## src/sv/madsr_pkg.sv

```systemverilog
// Package for the multichannel ADSR envelope block: input mode codes, envelope
// phase codes, controller states, command/status structs and rate tables.
// No dependencies.
`default_nettype none

package madsr_pkg;

  localparam int unsigned VOL_W = 16;
  localparam int unsigned PROD_W = 32;

  localparam logic [VOL_W-1:0] FULL_SCALE_VAL = 16'd32768;
  localparam logic [VOL_W-1:0] SUSTAIN_SCALE = 16'd2184;
  localparam logic [VOL_W-1:0] END_FACTOR = 16'd3500;

  typedef enum logic [1:0] {
    MODE_LOAD    = 2'd0,
    MODE_TICK    = 2'd1,
    MODE_TIMEOUT = 2'd2
  } mode_e;

  typedef enum logic [2:0] {
    PH_IDLE    = 3'd0,
    PH_ATTACK  = 3'd1,
    PH_DECAY   = 3'd2,
    PH_SUSTAIN = 3'd3,
    PH_RELEASE = 3'd4
  } phase_e;

  typedef enum logic [1:0] {
    ST_IDLE   = 2'd0,
    ST_MUL1   = 2'd1,
    ST_MUL2   = 2'd2,
    ST_COMMIT = 2'd3
  } ctrl_state_e;

  // controller to datapath
  typedef struct packed {
    logic take;    // input word accepted this cycle
    logic mul1;    // factor times table value
    logic mul2;    // span times new factor
    logic commit;  // write back channel state, load output word
  } cmd_t;

  // datapath to controller
  typedef struct packed {
    logic last_ch;
    logic out_free;
  } stat_t;

  function automatic logic [VOL_W-1:0] attack_step(input logic [3:0] idx);
    logic [VOL_W-1:0] v;
    unique case (idx)
      4'd0:  v = 16'd65535;
      4'd1:  v = 16'd16384;
      4'd2:  v = 16'd8192;
      4'd3:  v = 16'd5459;
      4'd4:  v = 16'd3449;
      4'd5:  v = 16'd2341;
      4'd6:  v = 16'd1928;
      4'd7:  v = 16'd1638;
      4'd8:  v = 16'd1311;
      4'd9:  v = 16'd524;
      4'd10: v = 16'd262;
      4'd11: v = 16'd164;
      4'd12: v = 16'd131;
      4'd13: v = 16'd44;
      4'd14: v = 16'd26;
      default: v = 16'd16;
    endcase
    return v;
  endfunction

  function automatic logic [VOL_W-1:0] fall_mult(input logic [3:0] idx);
    logic [VOL_W-1:0] v;
    unique case (idx)
      4'd0:  v = 16'd39779;
      4'd1:  v = 16'd57846;
      4'd2:  v = 16'd61571;
      4'd3:  v = 16'd62865;
      4'd4:  v = 16'd63836;
      4'd5:  v = 16'd64378;
      4'd6:  v = 16'd64581;
      4'd7:  v = 16'd64723;
      4'd8:  v = 16'd64885;
      4'd9:  v = 16'd65275;
      4'd10: v = 16'd65405;
      4'd11: v = 16'd65454;
      4'd12: v = 16'd65471;
      4'd13: v = 16'd65514;
      4'd14: v = 16'd65523;
      default: v = 16'd65528;
    endcase
    return v;
  endfunction

endpackage

`default_nettype wire

```

## src/sv/madsr_in_if.sv

```systemverilog
// Input channel of the envelope block: valid/ready plus one command word.
// Depends on nothing.
`default_nettype none

interface madsr_in_if;
  logic       valid;
  logic       ready;
  logic [1:0] mode;
  logic [1:0] channel;
  logic       gate;
  logic [3:0] attack_rate;
  logic [3:0] decay_rate;
  logic [3:0] sustain_level;
  logic [3:0] release_rate;

  modport source (
    output valid, mode, channel, gate, attack_rate, decay_rate, sustain_level,
           release_rate,
    input  ready
  );

  modport sink (
    input  valid, mode, channel, gate, attack_rate, decay_rate, sustain_level,
           release_rate,
    output ready
  );
endinterface

`default_nettype wire

```

## src/sv/madsr_out_if.sv

```systemverilog
// Output channel of the envelope block: valid/ready plus one volume report.
// Depends on nothing.
`default_nettype none

interface madsr_out_if;
  logic        valid;
  logic        ready;
  logic [1:0]  voice;
  logic [15:0] volume;
  logic [2:0]  phase;
  logic        last;

  modport source (
    output valid, voice, volume, phase, last,
    input  ready
  );

  modport sink (
    input  valid, voice, volume, phase, last,
    output ready
  );
endinterface

`default_nettype wire

```

## src/sv/multichannel_adsr_envelope.sv

```systemverilog
// Multichannel ADSR envelope generator, one envelope per voice.
// Input channel in_i takes one word per handshake: mode 0 loads gate, attack,
// decay, sustain and release of one channel (channels NUM_VOICES and up are
// dropped), mode 2 clears every gate, mode 1 is the millisecond tick, mode 3
// is ignored. Load and timeout words give no output.
// A tick gives NUM_VOICES words on out_o, one per channel in channel order,
// each with voice, volume, phase and last set on the final channel.
// Each channel takes two passes through the shared 16x16 multiplier, then
// the state update, so a tick keeps in_i.ready low from its acceptance
// until the final channel commits, also while stalled; a new tick is taken
// only after that. The first word is valid once the first channel has
// passed the MUL1, MUL2 and COMMIT states.
// The output word sits in a register: when the receiver stalls, the
// sequencer holds before committing the next channel, and a new input word
// is taken while the final word still waits.
// Reset clears all channel settings and envelopes to idle with volume zero.
// Depends on madsr_pkg, madsr_in_if, madsr_out_if, madsr_ctrl, madsr_datapath.
`default_nettype none

module multichannel_adsr_envelope #(
  parameter int unsigned NUM_VOICES = 3
) (
  input wire logic  clk_i,
  input wire logic  rst_ni,
  madsr_in_if.sink  in_i,
  madsr_out_if.source out_o
);
  import madsr_pkg::*;

  cmd_t  cmd;
  stat_t stat;

  madsr_ctrl u_ctrl (
    .clk_i      (clk_i),
    .rst_ni     (rst_ni),
    .in_valid_i (in_i.valid),
    .in_mode_i  (in_i.mode),
    .in_ready_o (in_i.ready),
    .stat_i     (stat),
    .cmd_o      (cmd)
  );

  madsr_datapath #(
    .NUM_VOICES (NUM_VOICES)
  ) u_datapath (
    .clk_i           (clk_i),
    .rst_ni          (rst_ni),
    .cmd_i           (cmd),
    .stat_o          (stat),
    .mode_i          (in_i.mode),
    .channel_i       (in_i.channel),
    .gate_i          (in_i.gate),
    .attack_rate_i   (in_i.attack_rate),
    .decay_rate_i    (in_i.decay_rate),
    .sustain_level_i (in_i.sustain_level),
    .release_rate_i  (in_i.release_rate),
    .out_valid_o     (out_o.valid),
    .out_ready_i     (out_o.ready),
    .voice_o         (out_o.voice),
    .volume_o        (out_o.volume),
    .phase_o         (out_o.phase),
    .last_o          (out_o.last)
  );

endmodule

`default_nettype wire

```

## src/sv/madsr_ctrl.sv

```systemverilog
// Sequencer of the envelope block: accepts input words and steps each channel
// through the MUL1 and MUL2 multiply states and a commit. Depends on madsr_pkg.
`default_nettype none

module madsr_ctrl (
  input  wire logic            clk_i,
  input  wire logic            rst_ni,
  input  wire logic            in_valid_i,
  input  wire logic [1:0]      in_mode_i,
  output logic                 in_ready_o,
  input  madsr_pkg::stat_t     stat_i,
  output madsr_pkg::cmd_t      cmd_o
);
  import madsr_pkg::*;

  ctrl_state_e state_q, state_d;

  always_ff @(posedge clk_i or negedge rst_ni) begin
    if (!rst_ni) begin
      state_q <= ST_IDLE;
    end else begin
      state_q <= state_d;
    end
  end

  always_comb begin
    state_d    = state_q;
    in_ready_o = 1'b0;
    cmd_o      = '0;
    unique case (state_q)
      ST_IDLE: begin
        in_ready_o = 1'b1;
        if (in_valid_i) begin
          cmd_o.take = 1'b1;
          if (in_mode_i == MODE_TICK) begin
            state_d = ST_MUL1;
          end
        end
      end
      ST_MUL1: begin
        cmd_o.mul1 = 1'b1;
        state_d    = ST_MUL2;
      end
      ST_MUL2: begin
        cmd_o.mul2 = 1'b1;
        state_d    = ST_COMMIT;
      end
      ST_COMMIT: begin
        // hold until the output register can take the word
        if (stat_i.out_free) begin
          cmd_o.commit = 1'b1;
          state_d      = stat_i.last_ch ? ST_IDLE : ST_MUL1;
        end
      end
      default: state_d = ST_IDLE;
    endcase
  end

endmodule

`default_nettype wire

```

## src/sv/madsr_datapath.sv

```systemverilog
// Datapath of the envelope block: per-channel settings and envelope state,
// one shared 16x16 multiplier, the phase update and the output register.
// Depends on madsr_pkg.
`default_nettype none

module madsr_datapath #(
  parameter int unsigned NUM_VOICES = 3
) (
  input  wire logic               clk_i,
  input  wire logic               rst_ni,
  input  madsr_pkg::cmd_t         cmd_i,
  output madsr_pkg::stat_t        stat_o,
  input  wire logic [1:0]         mode_i,
  input  wire logic [1:0]         channel_i,
  input  wire logic               gate_i,
  input  wire logic [3:0]         attack_rate_i,
  input  wire logic [3:0]         decay_rate_i,
  input  wire logic [3:0]         sustain_level_i,
  input  wire logic [3:0]         release_rate_i,
  output logic                    out_valid_o,
  input  wire logic               out_ready_i,
  output logic [1:0]              voice_o,
  output logic [15:0]             volume_o,
  output logic [2:0]              phase_o,
  output logic                    last_o
);
  import madsr_pkg::*;

  localparam int unsigned CH_W = (NUM_VOICES > 1) ? $clog2(NUM_VOICES) : 1;
  localparam logic [CH_W-1:0] LAST_CH = CH_W'(NUM_VOICES - 1);

  logic             gate_q    [NUM_VOICES];
  logic [3:0]       atk_q     [NUM_VOICES];
  logic [3:0]       dec_q     [NUM_VOICES];
  logic [3:0]       rel_q     [NUM_VOICES];
  logic [VOL_W-1:0] sus_q     [NUM_VOICES];
  phase_e           phase_q   [NUM_VOICES];
  logic [VOL_W-1:0] vol_q     [NUM_VOICES];
  logic [VOL_W-1:0] start_q   [NUM_VOICES];
  logic [VOL_W-1:0] factor_q  [NUM_VOICES];

  logic [CH_W-1:0]   ch_q;
  logic [PROD_W-1:0] prod_q;
  logic [VOL_W-1:0]  newfac_q;

  logic             out_valid_q;
  logic [1:0]       voice_q;
  logic [VOL_W-1:0] volume_q;
  logic [2:0]       phase_out_q;
  logic             last_q;

  // current channel view
  logic             g;
  phase_e           ph;
  logic [VOL_W-1:0] vol, sus;
  logic [3:0]       dec;

  logic [VOL_W-1:0] mul_a, mul_b;
  logic [VOL_W-1:0] fac_new;
  logic [VOL_W-1:0] prod_vol;
  logic [VOL_W:0]   sum;
  logic [VOL_W-1:0] target;

  phase_e           ph_d;
  logic [VOL_W-1:0] vol_d, start_d, factor_d;

  logic             load_hit;
  logic [CH_W-1:0]  load_idx;

  assign g   = gate_q[ch_q];
  assign ph  = phase_q[ch_q];
  assign vol = vol_q[ch_q];
  assign sus = sus_q[ch_q];
  assign dec = dec_q[ch_q];

  assign load_hit = cmd_i.take && (mode_i == MODE_LOAD) &&
                    (5'(channel_i) < 5'(NUM_VOICES));
  assign load_idx = CH_W'(channel_i);

  // shared multiplier operands
  assign fac_new = prod_q[PROD_W-1:VOL_W];
  always_comb begin
    if (cmd_i.mul2) begin
      mul_a = (ph == PH_DECAY) ? (FULL_SCALE_VAL - sus) : start_q[ch_q];
      mul_b = fac_new;
    end else begin
      mul_a = factor_q[ch_q];
      mul_b = fall_mult((ph == PH_DECAY) ? dec : rel_q[ch_q]);
    end
  end

  // product of a value below 2^16 and a factor below 1.0, shifted by 15
  assign prod_vol = prod_q[30:15];

  assign sum    = {1'b0, vol} + {1'b0, attack_step(atk_q[ch_q])};
  assign target = (dec != 4'd0) ? FULL_SCALE_VAL : sus;

  always_comb begin
    ph_d     = ph;
    vol_d    = vol;
    start_d  = start_q[ch_q];
    factor_d = factor_q[ch_q];
    unique case (ph)
      PH_ATTACK: begin
        if (!g) begin
          ph_d     = PH_RELEASE;
          start_d  = vol;
          factor_d = FULL_SCALE_VAL;
        end else if (sum >= {1'b0, target}) begin
          ph_d     = (dec != 4'd0) ? PH_DECAY : PH_SUSTAIN;
          factor_d = FULL_SCALE_VAL;
          vol_d    = target;
        end else begin
          vol_d = sum[VOL_W-1:0];
        end
      end
      PH_DECAY: begin
        if (!g) begin
          ph_d     = PH_RELEASE;
          start_d  = vol;
          factor_d = FULL_SCALE_VAL;
        end else begin
          factor_d = newfac_q;
          if (newfac_q <= END_FACTOR) begin
            ph_d  = PH_SUSTAIN;
            vol_d = sus;
          end else begin
            vol_d = sus + prod_vol;
          end
        end
      end
      PH_SUSTAIN: begin
        if (!g) begin
          ph_d     = PH_RELEASE;
          start_d  = vol;
          factor_d = FULL_SCALE_VAL;
        end
      end
      PH_RELEASE: begin
        if (g) begin
          ph_d     = PH_ATTACK;
          start_d  = vol;
          factor_d = FULL_SCALE_VAL;
        end else begin
          factor_d = newfac_q;
          if (newfac_q <= END_FACTOR) begin
            ph_d  = PH_IDLE;
            vol_d = '0;
          end else begin
            vol_d = prod_vol;
          end
        end
      end
      default: begin
        ph_d  = g ? PH_ATTACK : PH_IDLE;
        vol_d = '0;
      end
    endcase
  end

  always_ff @(posedge clk_i) begin
    if (cmd_i.mul1 || cmd_i.mul2) begin
      prod_q <= PROD_W'(mul_a) * PROD_W'(mul_b);
    end
    if (cmd_i.mul2) begin
      newfac_q <= fac_new;
    end
    if (cmd_i.commit) begin
      voice_q     <= 2'(ch_q);
      volume_q    <= vol_d;
      phase_out_q <= ph_d;
      last_q      <= (ch_q == LAST_CH);
    end
  end

  always_ff @(posedge clk_i or negedge rst_ni) begin
    if (!rst_ni) begin
      ch_q        <= '0;
      out_valid_q <= 1'b0;
      for (int i = 0; i < NUM_VOICES; i++) begin
        gate_q[i]   <= 1'b0;
        atk_q[i]    <= '0;
        dec_q[i]    <= '0;
        rel_q[i]    <= '0;
        sus_q[i]    <= '0;
        phase_q[i]  <= PH_IDLE;
        vol_q[i]    <= '0;
        start_q[i]  <= '0;
        factor_q[i] <= '0;
      end
    end else begin
      if (cmd_i.commit) begin
        out_valid_q <= 1'b1;
      end else if (out_ready_i) begin
        out_valid_q <= 1'b0;
      end
      if (load_hit) begin
        gate_q[load_idx] <= gate_i;
        atk_q[load_idx]  <= attack_rate_i;
        dec_q[load_idx]  <= decay_rate_i;
        rel_q[load_idx]  <= release_rate_i;
        sus_q[load_idx]  <= VOL_W'(sustain_level_i) * SUSTAIN_SCALE;
      end
      if (cmd_i.take && (mode_i == MODE_TIMEOUT)) begin
        for (int i = 0; i < NUM_VOICES; i++) begin
          gate_q[i] <= 1'b0;
        end
      end
      if (cmd_i.commit) begin
        phase_q[ch_q]  <= ph_d;
        vol_q[ch_q]    <= vol_d;
        start_q[ch_q]  <= start_d;
        factor_q[ch_q] <= factor_d;
        // advance to the next channel, wrap after the last
        ch_q <= (ch_q == LAST_CH) ? '0 : ch_q + CH_W'(1);
      end
    end
  end

  assign stat_o.last_ch  = (ch_q == LAST_CH);
  assign stat_o.out_free = !out_valid_q || out_ready_i;

  assign out_valid_o = out_valid_q;
  assign voice_o     = voice_q;
  assign volume_o    = volume_q;
  assign phase_o     = phase_out_q;
  assign last_o      = last_q;

endmodule

`default_nettype wire
```

## src/flat_wrapper.sv

```systemverilog
// flat-port wrapper written by rule: the top's interface ports become plain ports
module multichannel_adsr_envelope_flat import madsr_pkg::*;
#(
  parameter int unsigned NUM_VOICES = 3
)
  (clk_i, rst_ni, in_i_valid, in_i_mode, in_i_channel, in_i_gate, in_i_attack_rate, in_i_decay_rate, in_i_sustain_level, in_i_release_rate, in_i_ready, out_o_valid, out_o_voice, out_o_volume, out_o_phase, out_o_last, out_o_ready);
  madsr_in_if in_i_i ();
  madsr_out_if out_o_i ();
  input wire logic clk_i;
  input wire logic rst_ni;
  input wire logic [$bits(in_i_i.valid)-1:0] in_i_valid;
  input wire logic [$bits(in_i_i.mode)-1:0] in_i_mode;
  input wire logic [$bits(in_i_i.channel)-1:0] in_i_channel;
  input wire logic [$bits(in_i_i.gate)-1:0] in_i_gate;
  input wire logic [$bits(in_i_i.attack_rate)-1:0] in_i_attack_rate;
  input wire logic [$bits(in_i_i.decay_rate)-1:0] in_i_decay_rate;
  input wire logic [$bits(in_i_i.sustain_level)-1:0] in_i_sustain_level;
  input wire logic [$bits(in_i_i.release_rate)-1:0] in_i_release_rate;
  output wire logic [$bits(in_i_i.ready)-1:0] in_i_ready;
  output wire logic [$bits(out_o_i.valid)-1:0] out_o_valid;
  output wire logic [$bits(out_o_i.voice)-1:0] out_o_voice;
  output wire logic [$bits(out_o_i.volume)-1:0] out_o_volume;
  output wire logic [$bits(out_o_i.phase)-1:0] out_o_phase;
  output wire logic [$bits(out_o_i.last)-1:0] out_o_last;
  input wire logic [$bits(out_o_i.ready)-1:0] out_o_ready;
  assign in_i_i.valid = in_i_valid;
  assign in_i_i.mode = in_i_mode;
  assign in_i_i.channel = in_i_channel;
  assign in_i_i.gate = in_i_gate;
  assign in_i_i.attack_rate = in_i_attack_rate;
  assign in_i_i.decay_rate = in_i_decay_rate;
  assign in_i_i.sustain_level = in_i_sustain_level;
  assign in_i_i.release_rate = in_i_release_rate;
  assign in_i_ready = in_i_i.ready;
  assign out_o_valid = out_o_i.valid;
  assign out_o_voice = out_o_i.voice;
  assign out_o_volume = out_o_i.volume;
  assign out_o_phase = out_o_i.phase;
  assign out_o_last = out_o_i.last;
  assign out_o_i.ready = out_o_ready;
  multichannel_adsr_envelope #(.NUM_VOICES(NUM_VOICES)) u_core (.clk_i(clk_i), .rst_ni(rst_ni), .in_i(in_i_i), .out_o(out_o_i));
endmodule
```

## config.mk

```make
export PLATFORM = sky130hd
export DESIGN_NAME = multichannel_adsr_envelope_flat
export DESIGN_NICKNAME = d
export VERILOG_FILES = /design/src/sv/madsr_pkg.sv /design/src/sv/madsr_in_if.sv /design/src/sv/madsr_out_if.sv /design/src/sv/multichannel_adsr_envelope.sv /design/src/sv/madsr_ctrl.sv /design/src/sv/madsr_datapath.sv /design/src/flat_wrapper.sv
export SDC_FILE = /design/constraint.sdc
export NUM_CORES = 1
export LEC_CHECK = 0
export ABC_AREA = 1
export ABC_CLOCK_PERIOD_IN_PS = 7400
export BUFFER_PORTS_ARGS = -buffer_cell sky130_fd_sc_hd__buf_2
export CORE_UTILIZATION = 55
export DETAILED_ROUTE_END_ITERATION = 6
export GPL_TIMING_DRIVEN = 0
export PLACE_DENSITY = 0.84
export SYNTH_ARGS = -nofsm -noshare
export SYNTH_HDL_FRONTEND = slang
export SYNTH_HIERARCHICAL = 1
export SYNTH_SLANG_ARGS = --single-unit
```

## constraint.sdc

```tcl
create_clock -name clk_i -period 7.4 [get_ports clk_i]
set_input_delay 1.11 -clock clk_i [delete_from_list [all_inputs] [get_ports clk_i]]
set_output_delay 1.11 -clock clk_i [all_outputs]
set_load 0.05 [all_outputs]
```

# Word-level counts from Yosys, hierarchy flattened
# Memories as Yosys holds them, arrays and structs flattened.
# Index checks and enable logic that the tools add are counted.
[op_classes]
add_sub_neg = 4
mul = 2
n_lt_le_gt_ge = 7
n_eq_ne = 13
n_mux = 94
bitwise = 2
reduce_logical = 15
[ops]
columns = ["op", "count"]
rows = [
  ["$mux 16", 27],
  ["$bwmux 48", 4],
  ["$bmux 16 s2", 4],
  ["$pmux 16 s4", 2],
  ["$demux 16 s2", 2],
  ["$bwmux 12", 3],
  ["$mux 3", 12],
  ["$mul 16x16->32", 1],
  ["$mux 4", 8],
  ["$pmux 16 s2", 1],
  ["$bmux 4 s2", 3],
  ["$add 16x16->17", 1],
  ["$ge 17x16->1", 1],
  ["$add 16x16->16", 1],
  ["$le 16x12->1 const B", 1],
  ["$sub 16x16->16 const A", 1],
  ["$mux 1", 15],
  ["$mul 4x9->13 const B", 1],
  ["$pmux 3 s4", 1],
  ["$bwmux 9", 1],
  ["$demux 4 s2", 1],
  ["$eq 2x2->1 const B", 4],
  ["$mux 2", 4],
  ["$pmux 2 s4", 1],
  ["24 further kinds", 37],
]
[totals]
regBits = 315
romBits = 496
word_cells = 175
memories = 2
[memory_table]
columns = ["memory", "words", "word_bits", "rd", "rd_ports_with_merged_regs", "write_ports", "line_no", "rtl"]
rows = [
  ["(no name shown)", 16, 16, 1, 0, 0, "madsr_pkg.sv:52", "unique case (idx)"],
  ["(no name shown)", 16, 15, 1, 0, 0, "madsr_pkg.sv:75", "unique case (idx)"],
]

# Depth between registers and ports, before layout
# Gate-level depths: netlist of the first run.
[depth]
word_depth = 11
mapped_depth = 41
ltp_nobuf = 38

# Cells and area by module
# Netlist of the first run, hierarchy kept.
[modules_own_cells]
columns = ["mod", "n_inst", "cells_per_inst", "area_each_um2"]
rows = [
  ["madsr_datapath", 1, 3172, 24076.8],
  ["madsr_ctrl", 1, 35, 231.5],
]

# Worst setup path after synthesis of the first run
# No wires, ideal clock.
[synth_path]
kind = "register to register"
startpoint = "reg u_core.u_ctrl.state_q[0]"
endpoint = "reg u_core.u_datapath.prod_q[31], data pin"
t_arrival_ns = 7.077
t_required_ns = 7.148
slack_ns = 0.071
path_stages_with_launch = 31
synth_period_minus_slack_ns = 7.329
path_cell_list = "dfrtp_1 -> inv_2 -> ha_1 -> clkbuf_1 -> inv_1 -> clkbuf_1 -> buf_1 -> nor2_1 -> a21oi_1 -> nand2_1 -> clkbuf_1 -> nor2_1 -> fa_1 -> inv_1 -> fa_1 -> inv_1 -> fa_1 -> fa_1 -> fa_1 -> inv_1 -> fa_1 -> inv_1 -> ha_1 -> a21oi_1 -> o21ai_0 -> a21boi_0 -> nor2_1 -> a211oi_1 -> nand2_1 -> nand2_1 -> nand2_1"
[synth_rtl]
columns = ["element", "line_no", "rtl"]
rows = [
  ["start, declared", "madsr_ctrl.sv:16", "ctrl_state_e state_q, state_d;"],
  ["start signal, assigned", "madsr_ctrl.sv:22", "state_q <= state_d;"],
  ["end signal, assigned", "madsr_datapath.sv:163", "prod_q <= PROD_W'(mul_a) * PROD_W'(mul_b);"],
  ["end, declared", "madsr_datapath.sv:43", "logic [PROD_W-1:0] prod_q;"],
]

# Worst setup path in the final report of the first run
[layout_path]
startpoint = "reg u_core.u_datapath.ch_q[1]"
endpoint = "reg u_core.u_datapath.prod_q[29], data pin"
[layout_between]
elab_chain_cells = 9
[layout_rtl]
columns = ["element", "line_no", "rtl"]
rows = [
  ["start, declared", "madsr_datapath.sv:42", "logic [CH_W-1:0] ch_q;"],
  ["start signal, assigned", "madsr_datapath.sv:215", "ch_q <= (ch_q == LAST_CH) ? '0 : ch_q + CH_W'(1);"],
  ["$not 2->3 (implied by the code) *", "--", ""],
  ["branches (longest 7 deep; another with $sub 16x16->16)", "--", ""],
  ["$mul 16x16->32 *", "madsr_datapath.sv:163", ""],
]
# Mark *: on every way between the ends. The select of a mux whose other input is x is not followed.
# A chain may end at the register's enable or synchronous reset.

==> results of run 1 <==
through the flow:
| stage | setup slack (ps) | cells | hold WS (ps) |
|---|---|---|---|
| 2_1_floorplan | 71.0 | 3207 | 427 |
| 3_3_place_gp | -1860 | 3840 | 457 |
| 3_5_place_dp | -1970 | 3842 | 460 |
| 4_1_cts | 0.316 | 3934 | 465 |
| 5_1_grt | -244 | 3999 | 484 |
| 6_report | -40.3 | 4000 | 447 |
cells in the mapped netlist (4+ instances only):
cell type / number / area share (%)
nor2_4: 5 / 0.23
clkbuf_1: 84 / 1.3
nand2_1: 984 / 15
a221oi_1: 12 / 0.43
nand4_1: 25 / 0.64
nor2_2: 6 / 0.15
clkinv_1: 5 / 0.077
xor2_1: 26 / 0.94
buf_6: 6 / 0.28
o211ai_1: 22 / 0.68
or2_2: 8 / 0.21
o21a_1: 28 / 0.86
nand3_1: 113 / 2.3
edfxtp_1: 55 / 6.8
a211oi_1: 5 / 0.15
nand3_2: 10 / 0.41
a31oi_1: 8 / 0.21
a21boi_0: 4 / 0.12
xnor2_1: 5 / 0.18
nand2_2: 19 / 0.49
o221ai_1: 9 / 0.32
buf_2: 25 / 0.51
buf_1: 9 / 0.14
a221o_1: 5 / 0.21
a22oi_1: 29 / 0.90
nor3_1: 16 / 0.33
o21ai_2: 6 / 0.22
o21ai_1: 11 / 0.23
fa_1: 195 / 16
o21ai_0: 174 / 3.6
nor2_1: 244 / 3.8
dfrtp_1: 209 / 22
o21bai_1: 5 / 0.15
a21oi_1: 156 / 3.2
inv_1: 461 / 7.1
inv_2: 11 / 0.17
o22ai_1: 8 / 0.21
ha_1: 153 / 7.9
and2_1: 16 / 0.41
sequential cells by signal, summed over array words and instances (netlist names), 12 cells and up:
| register | cells |
|---|---|
| u_core/u_datapath/sus_q | 12 |
| u_core/u_datapath/prod_q | 17 |
| u_core/u_datapath/atk_q | 12 |
| u_core/u_datapath/vol_q | 48 |
| u_core/u_datapath/newfac_q | 16 |
| u_core/u_datapath/start_q | 48 |
| u_core/u_datapath/factor_q | 48 |
| u_core/u_datapath/rel_q | 12 |
| u_core/u_datapath/volume_o | 16 |
| u_core/u_datapath/dec_q | 12 |
cells in the final DEF (no fill, tap or decap), types with 61 or more instances in the layout:
cell and n:
nand3_1 101, fa_1 187, buf_4 102, a21oi_1 122, nand2_1 947, clkbuf_1 65, ha_1 135, nor2_1 215
inv_1 409, o21ai_0 155, buf_2 61, dfrtp_1 208
metal layers:
metal | part of all wire (%) | routed length, um
met5 | 0.13 | 127
met4 | 5.7 | 5490
met3 | 15 | 13900
met2 | 42 | 39700
met1 | 38 | 36300
cell type report:
type	instances	share of cell area (%)
Sequential cell	264	23.7
Clock buffer	37	2.79
Tap cell	585	2.52
Clock inverter	13	0.418
Timing Repair Buffer	167	4.61
Buffer	114	2.54
Multi-Input combinational cell	2340	56.9
Antenna cell	1	0.00862
Inverter	478	6.47
Timing Repair inverter	1	0.0259
path summary, 6_finish.rpt:
kind,startpoint,to,slack [ps],cells past startpoint
min in group clk_i,u_core/u_datapath/vol_q[35],u_core/u_datapath/vol_q[35],480,2
max reg2reg,u_core/u_datapath/ch_q[1],u_core/u_datapath/prod_q[29],-40,37
max,u_core/u_datapath/ch_q[1],u_core/u_datapath/prod_q[29],-40,37
min,rst_ni,u_core/u_datapath/vol_q[10],450,1
min reg2reg,u_core/u_datapath/vol_q[35],u_core/u_datapath/vol_q[35],480,2
max in group asynchronous,rst_ni,u_core/u_datapath/sus_q[30],6180,2
timing repair:
item | 4_1_cts | 5_1_grt
cloned | 1 | 2
setup endpoints to repair | 137 | 130
pin swaps | 33 | 127
resized for setup | 245 | 251
buffers inserted | 50 | 66
logic make-up after synthesis:
logic type | synth area share, %
flip-flops | 28.3
buffers and inverters | 9.65
AND/OR/NAND/NOR | 24.8
XOR/XNOR | 1.12
AO/OA/AOI/OAI | 12.2
adder cells (fa/ha/maj) | 23.9
==> impl_metrics.env, run 1 <==
export IMPL_dr_total_vias=24800
export IMPL_ys_warn_count=6
export IMPL_cp_data_required_time_ps=7850
export IMPL_drt_iter0_markers=3700
export IMPL_crit_arrival_ps=7890
export IMPL_critPathTopFamily="adder cells"
export IMPL_layout_setup_ws_ps=-40.3
export IMPL_gp_congestion=1.07
export IMPL_skew_ps=24.1
export IMPL_worstMarginPinSlew_ps=1370
export IMPL_slew_violations=0
export IMPL_dpl_cell_area_um2=25300
export IMPL_clk_pin_slew_ps=60
export IMPL_htree_levels=1
export IMPL_placementRows=76
export IMPL_syn_nets=3580
export IMPL_num_io_pins=49
export IMPL_avgSynthCellArea_um2=7.58
export IMPL_critPathBufInv=11
export IMPL_finalCritPeriodShare_pct=101
export IMPL_clock_path_buffers=3
export IMPL_die_width_um=212
export IMPL_die_h_um=212
export IMPL_synth_edf_count=55
export IMPL_totalWireLength_um=95600
export IMPL_rsz0062_at_grt="yes"
export IMPL_layout_drive_gt1_share_pct=17.4
export IMPL_maxCapViolations=0
export IMPL_cts_root_buf="clkbuf_16"
export IMPL_nFillCells=3449
export IMPL_clock_latency_ps=590
export IMPL_multi_input_area_um2=16500
export IMPL_overflow=0
export IMPL_slowest_stage="fa_2"
export IMPL_holdCritPathClass="in -> async"
export IMPL_maxSlewHeadroom_pct=8.47
export IMPL_grt_start_max_net_pins=87
export IMPL_finalCriticalPeriod_ps=7440
export IMPL_crit_type="reg -> reg"
export IMPL_seq_area_frac_synth_pct=28.3
export IMPL_violations="setup timing"
export IMPL_start_util_pct=56.1
export IMPL_synthArstFlopShare_pct=79.2
export IMPL_gr_usage_all_layers_pct=40.0
export IMPL_fin_tns_setup_ps=-66.3
export IMPL_drcViolationCount=0
export IMPL_grt_busiest_layer="met2"
export IMPL_synth_seq_cells=264
export IMPL_grt_pass1_vias=22700
export IMPL_drt_vias_per_instance=6.21
export IMPL_grt_use_met1_pct=55.9
export IMPL_netlist_area_um2=24300
export IMPL_fin_util_pct=66.9
export IMPL_dieArea_um2=45000
export IMPL_cts_tree="done"
export IMPL_met3_usage_pct=12.7
export IMPL_slowest_delay_ps=590
export IMPL_cts_buffers=27
export IMPL_path_max_fanout=6
export IMPL_setup_viol=2
export IMPL_final_area_um2=29000
export IMPL_seq_area_um2=6880
export IMPL_hpwlAfterDp_um=68100
export IMPL_core_area_um2=43400
export IMPL_area_growth_pct=19.4
export IMPL_synth_distinct_cells=61
export IMPL_start_kind="flip-flop"
export IMPL_wl_per_cell_um=23.9
export IMPL_finish_net_count=3766
export IMPL_grt_pass1_wl_um=134000
export IMPL_cts_hold_buf=0
export IMPL_firstDrtPassIters=7
export IMPL_status="finished, violations left"
export IMPL_cts_sinks=264
export IMPL_end_kind="flip-flop"
export IMPL_antenna_found_initial=2
export IMPL_syn_inst=3207
export IMPL_synthFlopType="dfrtp_1"
export IMPL_ant_nets=0
export IMPL_use_met2_pct=58.1
export IMPL_io_buffers=48
export IMPL_fmax_mhz=134
export IMPL_finalHoldViolCount=0
Power of run 1 is left out: the tool's default activity adds up to more than one toggle a clock period on the data nets, which glitch-free logic cannot reach.
==> run 2, diff against run 1 <==
--- a/config.mk
+++ b/config.mk
@@ -8,10 +8,10 @@
 export ABC_AREA = 1
 export ABC_CLOCK_PERIOD_IN_PS = 7400
 export BUFFER_PORTS_ARGS = -buffer_cell sky130_fd_sc_hd__buf_2
-export CORE_UTILIZATION = 55
+export CORE_UTILIZATION = 35
 export DETAILED_ROUTE_END_ITERATION = 6
 export GPL_TIMING_DRIVEN = 0
-export PLACE_DENSITY = 0.84
+export PLACE_DENSITY = 0.61
 export SYNTH_ARGS = -nofsm -noshare
 export SYNTH_HDL_FRONTEND = slang
 export SYNTH_HIERARCHICAL = 1
==> impl_metrics.env, run 2 (synthesized netlist as in run 1, its figures left out) <==
export IMPL_path_max_fanout=10
export IMPL_clock_latency_ps=560
export IMPL_grt_start_max_net_pins=104
export IMPL_placementRows=96
export IMPL_crit_top_cell="fa_1"
export IMPL_slowest_stage="fa_1"
export IMPL_instances_no_fill=4348
export IMPL_totalWireLength_um=85200
export IMPL_slew_violations=0
export IMPL_cts_buffers=27
export IMPL_finalCritPeriodShare_pct=97.9
export IMPL_dieArea_um2=70500
export IMPL_core_area_um2=68700
export IMPL_gp_congestion=0.998
export IMPL_crit_type="reg -> reg"
export IMPL_final_area_um2=29200
export IMPL_fin_util_pct=42.5
export IMPL_overflow=0
export IMPL_maxCapViolations=0
export IMPL_slowest_delay_ps=540
export IMPL_crit_arrival_ps=7560
export IMPL_finish_net_count=3769
export IMPL_status="complete, no violations"
export IMPL_worstMarginPinSlew_ps=1040
export IMPL_finalCriticalPeriod_ps=7240
export IMPL_dp_cells=4188
export IMPL_ant_nets=0
export IMPL_rsz0062_at_grt="yes"
export IMPL_skew_ps=22.0
export IMPL_drt_iter0_markers=2415
export IMPL_io_buffers=48
export IMPL_layout_commonest_cell="nand2_1"
export IMPL_mostFrequentLayoutCells="nand2_1 (957), inv_1 (415), nor2_1 (226)"
export IMPL_start_kind="flip-flop"
export IMPL_dr_total_vias=22900
export IMPL_drt_vias_per_instance=5.27
export IMPL_hpwlAfterDp_um=65100
export IMPL_gr_usage_all_layers_pct=23.9
export IMPL_start_util_pct=35.4
export IMPL_maxSlewHeadroom_pct=30.8
export IMPL_num_io_pins=49
export IMPL_cts_tree="done"
export IMPL_cts_sinks=264
export IMPL_insertedDiodeCount=0
export IMPL_fmax_mhz=138
export IMPL_layout_drive_gt1_share_pct=16.5
export IMPL_wl_per_cell_um=19.6
export IMPL_cts_hold_buf=0
export IMPL_htree_levels=1
export IMPL_clock_path_buffers=3
export IMPL_cp_data_required_time_ps=7710
export IMPL_grt_pass1_vias=21900
export IMPL_finalHoldViolCount=0
export IMPL_cts_root_buf="clkbuf_16"
export IMPL_area_growth_pct=20.2
export IMPL_firstDrtPassIters=5
export IMPL_grt_pass1_wl_um=130000
export IMPL_holdCritPathClass="in -> async"
export IMPL_clk_pin_slew_ps=70
export IMPL_die_width_um=266
export IMPL_hold_ws_ps=406
export IMPL_end_kind="flip-flop"
export IMPL_antenna_found_initial=0
export IMPL_setup_viol=0
export IMPL_drcViolationCount=0
export IMPL_die_h_um=266
export IMPL_dpl_cell_area_um2=25800
export IMPL_layout_top_registers="u_core/u_datapath/factor_q: 48 flops, u_core/u_datapath/start_q: 48 flops, u_core/u_datapath/vol_q: 48 flops"
run 2: path summary, 6_finish.rpt:
kind                       depth (start not counted)                            end                         from  slack [ps]
hold / removal                                     1  u_core/u_datapath/out_valid_o                       rst_ni         410
setup / recovery                                  35   u_core/u_datapath/prod_q[29]    u_core/u_datapath/ch_q[1]         160
min in group clk_i                                 2    u_core/u_datapath/vol_q[40]  u_core/u_datapath/vol_q[40]         480
max in group asynchronous                          3  u_core/u_datapath/factor_q[4]                       rst_ni        5800
hold reg to reg                                    2    u_core/u_datapath/vol_q[40]  u_core/u_datapath/vol_q[40]         480
setup reg to reg                                  35   u_core/u_datapath/prod_q[29]    u_core/u_datapath/ch_q[1]         160
run 2: per-layer routing:
layer	vias to the layer above	global-route usage (%)	part of all wire (%)
li1	10500	-	-
met1	11300	34.2	44
met2	942	37.4	45
met3	169	3.12	8.0
met4	0	7.03	3.3
met5	-	0	0
run 2: timing repair:
item | CTS | global route
buffers inserted | 47 | 68
resized for setup | 219 | 221
gates cloned | 1 | 3
setup endpoints to repair | 137 | 137
pin swaps | 39 | 120
run 2: cell type report:
cell class	count	area, um2
Timing Repair inverter	2	10.0
Fill cell	6953	39500
Clock buffer	35	766
Sequential cell	264	6880
Buffer	116	733
Timing Repair Buffer	167	1340
Clock inverter	15	169
Tap cell	931	1160
Multi-Input combinational cell	2340	16300
Inverter	478	1880
run 2: through the flow:
stage	setup TNS (ps)	setup slack, ps
2_1_floorplan	0	71.0
3_3_place_gp	-80460	-2100
3_5_place_dp	-66240	-2120
4_1_cts	0	0.881
5_1_grt	-189	-74.9
6_report	0	158
run 2: critical path: cells and delay by family, from the launching register on:
family	cells	cell delay (ps)
fa+ha+maj	8	3420
buf+inv	11	1270
compound gates	7	1060
simple gates	9	880
flops	1	400
Power of run 2 is left out for the same reason.
